<file path="src/hw/rtl/sstwr_pkg.sv">
// ============================================================================
// sstwr_pkg
// Shared types and constants for the two-wire seven-segment refresher.
// ============================================================================
package sstwr_pkg;

   localparam int DIGITS = 6;

   localparam int ACTION_W = 2;
   localparam int INDEX_W  = 3;
   localparam int BYTE_W   = 8;
   localparam int BRIGHT_W = 3;
   localparam int CSR_IDX_W = 2;

   // Request action codes
   localparam logic [ACTION_W-1:0] ACT_TICK    = 2'd0;
   localparam logic [ACTION_W-1:0] ACT_WRITE   = 2'd1;
   localparam logic [ACTION_W-1:0] ACT_REFRESH = 2'd2;
   localparam logic [ACTION_W-1:0] ACT_BRIGHT  = 2'd3;

   // Register indexes
   localparam logic [CSR_IDX_W-1:0] CSR_BRIGHTNESS = 2'd0;
   localparam logic [CSR_IDX_W-1:0] CSR_DATA_CMD   = 2'd1;
   localparam logic [CSR_IDX_W-1:0] CSR_ADDR_CMD   = 2'd2;
   localparam logic [CSR_IDX_W-1:0] CSR_CTRL_BASE  = 2'd3;

   // Register reset values
   localparam logic [BRIGHT_W-1:0] BRIGHTNESS_RST = 3'd0;
   localparam logic [BYTE_W-1:0]   DATA_CMD_RST   = 8'h40;
   localparam logic [BYTE_W-1:0]   ADDR_CMD_RST   = 8'hC0;
   localparam logic [BYTE_W-1:0]   CTRL_BASE_RST  = 8'h88;
   localparam logic [BYTE_W-1:0]   DIGIT_RST      = 8'h40;

   // Frame segment codes
   localparam logic [1:0] SEG_START = 2'd0;
   localparam logic [1:0] SEG_BYTE  = 2'd1;
   localparam logic [1:0] SEG_STOP  = 2'd2;

   // Write counts inside a segment (last offset)
   localparam logic [4:0] COND_LAST = 5'd3;   // four writes per start/stop
   localparam logic [4:0] BYTE_LAST = 5'd26;  // 8 bits x 3 + ack x 3
   localparam logic [4:0] ACK_FIRST = 5'd24;
   localparam logic [1:0] PH_LAST   = 2'd2;
   localparam logic [2:0] LAST_BYTE = 3'd7;   // address cmd + six digits

   typedef logic [BYTE_W-1:0] byte_type;

endpackage

</file>
<file path="src/hw/rtl/seven_segment_two_wire_refresher_top.sv">
// ============================================================================
// seven_segment_two_wire_refresher_top
// Two-wire seven-segment display refresher: one pin write per tick.
// ============================================================================
// Each request transaction is handled on acceptance and produces exactly one
// response transaction; a new request can be taken every cycle as long as the
// response register is empty or being drained in the same cycle (req_ready is
// !rsp_valid || rsp_ready). Throughput is therefore one transaction per clock,
// set by the single response register. Tick transactions step a running frame
// by one pin write: start (clk low, dio high, clk high, dio low), bytes sent
// LSB first with three writes per bit plus three for the unsampled ack clock,
// and stop (clk low, dio low, clk high, dio high). A refresh frame sends the
// data command, then the address command followed by digits 3,4,5,0,1,2
// (232 ticks); a brightness frame sends control_base | brightness (35 ticks).
// Start requests while a frame is busy are dropped. Configuration registers
// are written through csr_write_enable / csr_index / csr_wdata with no wait.
// ============================================================================
module seven_segment_two_wire_refresher_top (
   input  logic                               clock,
   input  logic                               reset,
   // request channel
   input  logic                               req_valid,
   output logic                               req_ready,
   input  logic [sstwr_pkg::ACTION_W-1:0]     req_action,
   input  logic [sstwr_pkg::INDEX_W-1:0]      req_digit_index,
   input  logic [sstwr_pkg::BYTE_W-1:0]       req_segments,
   // response channel
   output logic                               rsp_valid,
   input  logic                               rsp_ready,
   output logic                               rsp_clk_level,
   output logic                               rsp_dio_level,
   output logic                               rsp_busy_res,
   output logic                               rsp_frame_done,
   // configuration port
   input  logic                               csr_write_enable,
   input  logic [sstwr_pkg::CSR_IDX_W-1:0]    csr_index,
   input  logic [sstwr_pkg::BYTE_W-1:0]       csr_wdata
);

   // ---------------------------------------------------------------------
   // Configuration registers
   // ---------------------------------------------------------------------
   logic [sstwr_pkg::BRIGHT_W-1:0] brightness_ff;
   sstwr_pkg::byte_type            data_cmd_ff;
   sstwr_pkg::byte_type            addr_cmd_ff;
   sstwr_pkg::byte_type            ctrl_base_ff;

   always_ff @(posedge clock) begin
      if (reset) begin
         brightness_ff <= sstwr_pkg::BRIGHTNESS_RST;
         data_cmd_ff   <= sstwr_pkg::DATA_CMD_RST;
         addr_cmd_ff   <= sstwr_pkg::ADDR_CMD_RST;
         ctrl_base_ff  <= sstwr_pkg::CTRL_BASE_RST;
      end else if (csr_write_enable) begin
         unique case (csr_index)
            sstwr_pkg::CSR_BRIGHTNESS: brightness_ff <= csr_wdata[sstwr_pkg::BRIGHT_W-1:0];
            sstwr_pkg::CSR_DATA_CMD:   data_cmd_ff   <= csr_wdata;
            sstwr_pkg::CSR_ADDR_CMD:   addr_cmd_ff   <= csr_wdata;
            sstwr_pkg::CSR_CTRL_BASE:  ctrl_base_ff  <= csr_wdata;
            default: ;
         endcase
      end
   end

   // ---------------------------------------------------------------------
   // Frame state
   //   seg_ff  : which part of the frame (start / byte / stop)
   //   off_ff  : write offset inside that part
   //   ph_ff   : bit phase inside a byte (clk low, data, clk high)
   //   byte_ff : byte number in the frame (0 = first command byte)
   // ---------------------------------------------------------------------
   sstwr_pkg::byte_type digit_ff [sstwr_pkg::DIGITS];
   sstwr_pkg::byte_type digit_in [sstwr_pkg::DIGITS];

   logic                clock_pin_ff,   clock_pin_in;
   logic                data_pin_ff,    data_pin_in;
   logic                active_ff,      active_in;
   logic                refresh_ff,     refresh_in;
   logic [1:0]          seg_ff,         seg_in;
   logic [4:0]          off_ff,         off_in;
   logic [1:0]          ph_ff,          ph_in;
   logic [2:0]          byte_ff,        byte_in;
   sstwr_pkg::byte_type shift_ff,       shift_in;

   logic                rsp_valid_ff,   rsp_valid_in;
   logic                rsp_clk_ff,     rsp_clk_in;
   logic                rsp_dio_ff,     rsp_dio_in;
   logic                rsp_busy_ff,    rsp_busy_in;
   logic                rsp_done_ff,    rsp_done_in;

   logic                accept;
   logic                done;
   sstwr_pkg::byte_type fetch_byte;

   assign req_ready = !rsp_valid_ff || rsp_ready;
   assign accept    = req_valid && req_ready;

   // Byte fetched at the first write of each byte. Digits go out in the
   // order 3,4,5,0,1,2 after the address command.
   always_comb begin
      if (!refresh_ff) begin
         fetch_byte = ctrl_base_ff | {5'd0, brightness_ff};
      end else begin
         unique case (byte_ff)
            3'd0: fetch_byte = data_cmd_ff;
            3'd1: fetch_byte = addr_cmd_ff;
            3'd2: fetch_byte = digit_ff[3];
            3'd3: fetch_byte = digit_ff[4];
            3'd4: fetch_byte = digit_ff[5];
            3'd5: fetch_byte = digit_ff[0];
            3'd6: fetch_byte = digit_ff[1];
            3'd7: fetch_byte = digit_ff[2];
            default: fetch_byte = '0;
         endcase
      end
   end

   always_comb begin
      for (int i = 0; i < sstwr_pkg::DIGITS; i++) begin
         digit_in[i] = digit_ff[i];
      end
      clock_pin_in = clock_pin_ff;
      data_pin_in  = data_pin_ff;
      active_in    = active_ff;
      refresh_in   = refresh_ff;
      seg_in       = seg_ff;
      off_in       = off_ff;
      ph_in        = ph_ff;
      byte_in      = byte_ff;
      shift_in     = shift_ff;
      done         = 1'b0;

      if (accept) begin
         unique case (req_action)
            sstwr_pkg::ACT_TICK: begin
               if (active_ff) begin
                  // pin write for this tick
                  unique case (seg_ff)
                     sstwr_pkg::SEG_BYTE: begin
                        unique case (ph_ff)
                           2'd0: begin
                              clock_pin_in = 1'b0;
                              if (off_ff == 5'd0) shift_in = fetch_byte;
                           end
                           2'd1: begin
                              data_pin_in = (off_ff >= sstwr_pkg::ACK_FIRST) ? 1'b1
                                                                             : shift_ff[0];
                           end
                           default: begin
                              clock_pin_in = 1'b1;
                              shift_in     = {1'b0, shift_ff[sstwr_pkg::BYTE_W-1:1]};
                           end
                        endcase
                     end
                     default: begin
                        // start and stop differ only in the data levels
                        unique case (off_ff[1:0])
                           2'd0: clock_pin_in = 1'b0;
                           2'd1: data_pin_in  = (seg_ff == sstwr_pkg::SEG_START);
                           2'd2: clock_pin_in = 1'b1;
                           default: data_pin_in = (seg_ff != sstwr_pkg::SEG_START);
                        endcase
                     end
                  endcase

                  // sequencing
                  off_in = off_ff + 5'd1;
                  ph_in  = (ph_ff == sstwr_pkg::PH_LAST) ? 2'd0 : ph_ff + 2'd1;
                  unique case (seg_ff)
                     sstwr_pkg::SEG_START: begin
                        if (off_ff == sstwr_pkg::COND_LAST) begin
                           seg_in = sstwr_pkg::SEG_BYTE;
                           off_in = 5'd0;
                           ph_in  = 2'd0;
                        end
                     end
                     sstwr_pkg::SEG_BYTE: begin
                        if (off_ff == sstwr_pkg::BYTE_LAST) begin
                           off_in = 5'd0;
                           ph_in  = 2'd0;
                           // refresh: stop after the data cmd and after the last digit
                           if (refresh_ff && byte_ff != 3'd0 && byte_ff != sstwr_pkg::LAST_BYTE)
                           begin
                              byte_in = byte_ff + 3'd1;
                           end else begin
                              seg_in = sstwr_pkg::SEG_STOP;
                           end
                        end
                     end
                     default: begin
                        if (off_ff == sstwr_pkg::COND_LAST) begin
                           off_in = 5'd0;
                           ph_in  = 2'd0;
                           if (refresh_ff && byte_ff == 3'd0) begin
                              seg_in  = sstwr_pkg::SEG_START;
                              byte_in = 3'd1;
                           end else begin
                              active_in = 1'b0;
                              done      = 1'b1;
                           end
                        end
                     end
                  endcase
               end
            end
            sstwr_pkg::ACT_WRITE: begin
               for (int i = 0; i < sstwr_pkg::DIGITS; i++) begin
                  if (req_digit_index == sstwr_pkg::INDEX_W'(i)) digit_in[i] = req_segments;
               end
            end
            default: begin
               // start of a frame, dropped while one is running
               if (!active_ff) begin
                  active_in  = 1'b1;
                  refresh_in = (req_action == sstwr_pkg::ACT_REFRESH);
                  seg_in     = sstwr_pkg::SEG_START;
                  off_in     = 5'd0;
                  ph_in      = 2'd0;
                  byte_in    = 3'd0;
               end
            end
         endcase
      end
   end

   // Response register
   always_comb begin
      rsp_valid_in = rsp_valid_ff && !rsp_ready;
      rsp_clk_in   = rsp_clk_ff;
      rsp_dio_in   = rsp_dio_ff;
      rsp_busy_in  = rsp_busy_ff;
      rsp_done_in  = rsp_done_ff;
      if (accept) begin
         rsp_valid_in = 1'b1;
         rsp_clk_in   = clock_pin_in;
         rsp_dio_in   = data_pin_in;
         rsp_busy_in  = active_in;
         rsp_done_in  = done;
      end
   end

   always_ff @(posedge clock) begin
      if (reset) begin
         for (int i = 0; i < sstwr_pkg::DIGITS; i++) begin
            digit_ff[i] <= sstwr_pkg::DIGIT_RST;
         end
         clock_pin_ff <= 1'b1;
         data_pin_ff  <= 1'b1;
         active_ff    <= 1'b0;
         refresh_ff   <= 1'b0;
         seg_ff       <= sstwr_pkg::SEG_START;
         off_ff       <= 5'd0;
         ph_ff        <= 2'd0;
         byte_ff      <= 3'd0;
         rsp_valid_ff <= 1'b0;
      end else begin
         for (int i = 0; i < sstwr_pkg::DIGITS; i++) begin
            digit_ff[i] <= digit_in[i];
         end
         clock_pin_ff <= clock_pin_in;
         data_pin_ff  <= data_pin_in;
         active_ff    <= active_in;
         refresh_ff   <= refresh_in;
         seg_ff       <= seg_in;
         off_ff       <= off_in;
         ph_ff        <= ph_in;
         byte_ff      <= byte_in;
         rsp_valid_ff <= rsp_valid_in;
      end
   end

   // payload registers, no reset needed
   always_ff @(posedge clock) begin
      shift_ff    <= shift_in;
      rsp_clk_ff  <= rsp_clk_in;
      rsp_dio_ff  <= rsp_dio_in;
      rsp_busy_ff <= rsp_busy_in;
      rsp_done_ff <= rsp_done_in;
   end

   assign rsp_valid      = rsp_valid_ff;
   assign rsp_clk_level  = rsp_clk_ff;
   assign rsp_dio_level  = rsp_dio_ff;
   assign rsp_busy_res   = rsp_busy_ff;
   assign rsp_frame_done = rsp_done_ff;

endmodule

</file>
<file path="config.mk">
export PLATFORM = sky130hd
export DESIGN_NAME = seven_segment_two_wire_refresher_top
export DESIGN_NICKNAME = d
export VERILOG_FILES = /design/src/hw/rtl/sstwr_pkg.sv /design/src/hw/rtl/seven_segment_two_wire_refresher_top.sv
export SDC_FILE = /design/constraint.sdc
export NUM_CORES = 1
export LEC_CHECK = 0
export ABC_AREA = 1
export BUFFER_PORTS_ARGS = -buffer_cell sky130_fd_sc_hd__buf_2
export CORE_AREA = 2 2 102 104
export CTS_CLUSTER_DIAMETER = 30
export DETAILED_ROUTE_END_ITERATION = 8
export DIE_AREA = 0 0 104 106
export HOLD_SLACK_MARGIN = 0.12
export PLACE_DENSITY = 0.67
export SLEW_MARGIN = 0
export SYNTH_ARGS = -nofsm -noshare
export SYNTH_HDL_FRONTEND = slang
export SYNTH_SLANG_ARGS = --single-unit
</file>
<file path="constraint.sdc">
create_clock -name clock -period 4.2 [get_ports clock]
set_input_delay 0.84 -clock clock [delete_from_list [all_inputs] [get_ports clock]]
set_output_delay 0.84 -clock clock [all_outputs]
set_load 0.02 [all_outputs]
</file>
==> impl_metrics.env <==
export IMPL_status="completed"
export IMPL_cts_setup_buffers=0
export IMPL_worstPathRequired_ps=4190
export IMPL_grt_busiest_layer="met2"
export IMPL_dieArea_sq_um=11000
export IMPL_worstPathMaxFanout=8
export IMPL_synthCells=681
export IMPL_rows=37
export IMPL_grt_pass1_vias=4176
export IMPL_core_area_sq_um=10000
export IMPL_h_tree_depth=3
export IMPL_initial_core_util_pct=49.0
export IMPL_dr_total_vias=4490
export IMPL_fin_cells=849
export IMPL_worst_pin_slew_ps=1060
export IMPL_syn_area_sq_um=4900
export IMPL_drt_iter0_drc=243
export IMPL_grt_max_degree=41
export IMPL_ys_ff_latch=104
export IMPL_maxSlewViolCount=0
export IMPL_route_detailed_drc=0
export IMPL_grt_pass1_wl_um=20100
export IMPL_use_met2_pct=37.7
export IMPL_synth_nets=720
export IMPL_r2r_cells=9
export IMPL_drt_pass1_iterations=4
export IMPL_die_h_um=106
export IMPL_root_buffer="clkbuf_8"
export IMPL_min_to="digit_ff[1][4]"
export IMPL_nets=747
export IMPL_path_class="in2reg"
export IMPL_cts_resized=0
export IMPL_gp_congestion=0.884
export IMPL_cts_tree="built"
export IMPL_min_from="digit_ff[1][4]"
export IMPL_rrSetupSlack_ps=1880
export IMPL_synth_edff_count=12
export IMPL_setup_ws_ps=1850
export IMPL_holdWs_ps=458
export IMPL_die_width_um=104
export IMPL_setup_viol=0
export IMPL_min_period_over_period_pct=55.9
export IMPL_routedWlPerCell_um=14.2
export IMPL_worstReg2RegStart="byte_ff[0]"
export IMPL_worst_endpoint_arrival_ps=2330
export IMPL_cts_made_buffers=9
export IMPL_cp_start_kind="primary input"
export IMPL_maxCapViolCount=0
export IMPL_antenna_left=0
export IMPL_clkLatencyLatePin_ps=370
export IMPL_gr_total_overflow=0
export IMPL_drive_above_1_share_pct=11.5
export IMPL_yosysSeqAreaShare_pct=44.9
export IMPL_hold_class="reg2reg"
export IMPL_synthArstFlopShare_pct=0
export IMPL_dp_slack_ps=1460
export IMPL_slew_headroom_pct=28.7
export IMPL_skew_ps=9.86
export IMPL_dp_cells=833
export IMPL_rsz0062_at_grt="false"
export IMPL_routed_wl_um=12100
export IMPL_fin_tns_setup_ps=0
export IMPL_cts_sinks=104
export IMPL_yosysWarningCount=0
export IMPL_synth_cell_types=35
export IMPL_synthFlopType="dfxtp_1"
export IMPL_port_buffers=33
export IMPL_insertedDiodeCount=0
export IMPL_grt_use_met3_pct=3.19
export IMPL_syn_mean_instance_area_sq_um=7.19
export IMPL_ios=34
export IMPL_p_total_mw=1.92
export IMPL_leakage_nw=2.28
export IMPL_antenna_found_initial=0
export IMPL_area_growth_pct=9.27
export IMPL_irDropWorstVdd_mv=0.189
export IMPL_crit_path_end_kind="flip-flop"
export IMPL_place_hpwl_um=8920
export IMPL_hold_path_cell_count=2
export IMPL_cts_buffer_depth=2
export IMPL_hold_buffers=0
export IMPL_finalCriticalPeriod_ps=2350
export IMPL_power_density_nw_per_um2=358
export IMPL_fmax_mhz=426
export IMPL_mostFrequentLayoutCell="nand2_1"
export IMPL_layout_common_cells="nand2_1 (135), nor2_1 (130), dfxtp_1 (92)"
export IMPL_grt_use_total_pct=22.4
export IMPL_hold_violations=0
export IMPL_r2r_end="shift_ff[7]"
export IMPL_grtUsageMet1_pct=30.2
export IMPL_vias_per_cell=5.29
export IMPL_cts_clk_slew_worst_paths_ps=100
cell families after synthesis:
family	share of synthesized area, %
AOI/OAI and AO/OA	15.8
xor gates and xnor gates	0.358
adders and majority gates	2.81
buffers and inverters	7.12
DFF	44.9
and+or+nand+nor	29.0
worst max path at each step:
stage	start	endpoint	slack (ps)
floorplan	rsp_ready	shift_ff[0]	1840
global placement	req_action[0]	shift_ff[1]	1530
detailed placement	req_action[0]	shift_ff[1]	1460
CTS	req_action[0]	shift_ff[4]	1840
global route	byte_ff[2]	shift_ff[4]	1600
finish	req_action[0]	shift_ff[7]	1850
area by class of cell:
type                       instances  area [sq um]
fill                            1025          4650
inverter                          68           255
clock inverter                     5          63.8
multi-input combinational        491          2350
clock buffer                      11           141
timing repair buffer              34           173
sequential                       104          2200
tap                              136           170
worst max-delay path: stages:
cell	delay (ps)
buf_2	100
inv_1	130
nand2_2	100
nor2_2	190
inv_1	100
nor3_1	870
state kept, by name, summed over array words and instances, names as in the netlist:
register,flops
ctrl_base_ff,8
data_cmd_ff,8
rsp_dio_level,1
active_ff,1
rsp_frame_done,1
rsp_valid,1
ph_ff,2
rsp_busy_res,1
off_ff,5
data_pin_ff,1
rsp_clk_level,1
addr_cmd_ff,8
refresh_ff,1
brightness_ff,3
byte_ff,3
seg_ff,2
digit_ff,48
shift_ff,8
clock_pin_ff,1
through the flow:
stage / area [sq um] / utilization (%)
3_3_place_gp: 5150 / 51.5
2_1_floorplan: 4900 / -
5_1_grt: 5350 / 53.5
4_1_cts: 5350 / 53.5
6_report: 5350 / 53.5
3_5_place_dp: 5150 / 51.5
per-layer routing:
layer  routed length (um)  up-vias
met3                  500       13
met5                    0        -
met1                 5620     2109
li1                     -     2251
met2                 5800      117
met4                  142        0
Yosys cell counts, types with 4 or more instances:
cell | n | share of area [%]
nand3_1 | 28 | 2.9
o21ai_0 | 70 | 7.2
inv_1 | 59 | 4.5
nand2_1 | 135 | 10
nor3_1 | 5 | 0.51
dfxtp_1 | 92 | 38
nand2_2 | 8 | 1.0
clkbuf_1 | 8 | 0.61
ha_1 | 11 | 2.8
o21ai_1 | 8 | 0.82
edfxtp_1 | 12 | 7.4
nand4_1 | 8 | 1.0
clkinv_1 | 4 | 0.31
a21oi_1 | 61 | 6.2
buf_2 | 6 | 0.61
inv_2 | 5 | 0.38
nor2_1 | 130 | 10
power by group:
part | total [mW] | internal, mW | leakage [nW] | switching, mW
logic | 0.217 | 0.0671 | 1.32 | 0.150
registers | 1.05 | 1.03 | 0.855 | 0.0183
clock network | 0.648 | 0.298 | 0.101 | 0.350
total | 1.92 | 1.40 | 2.28 | 0.518
(Power assumes the default switching activity.)
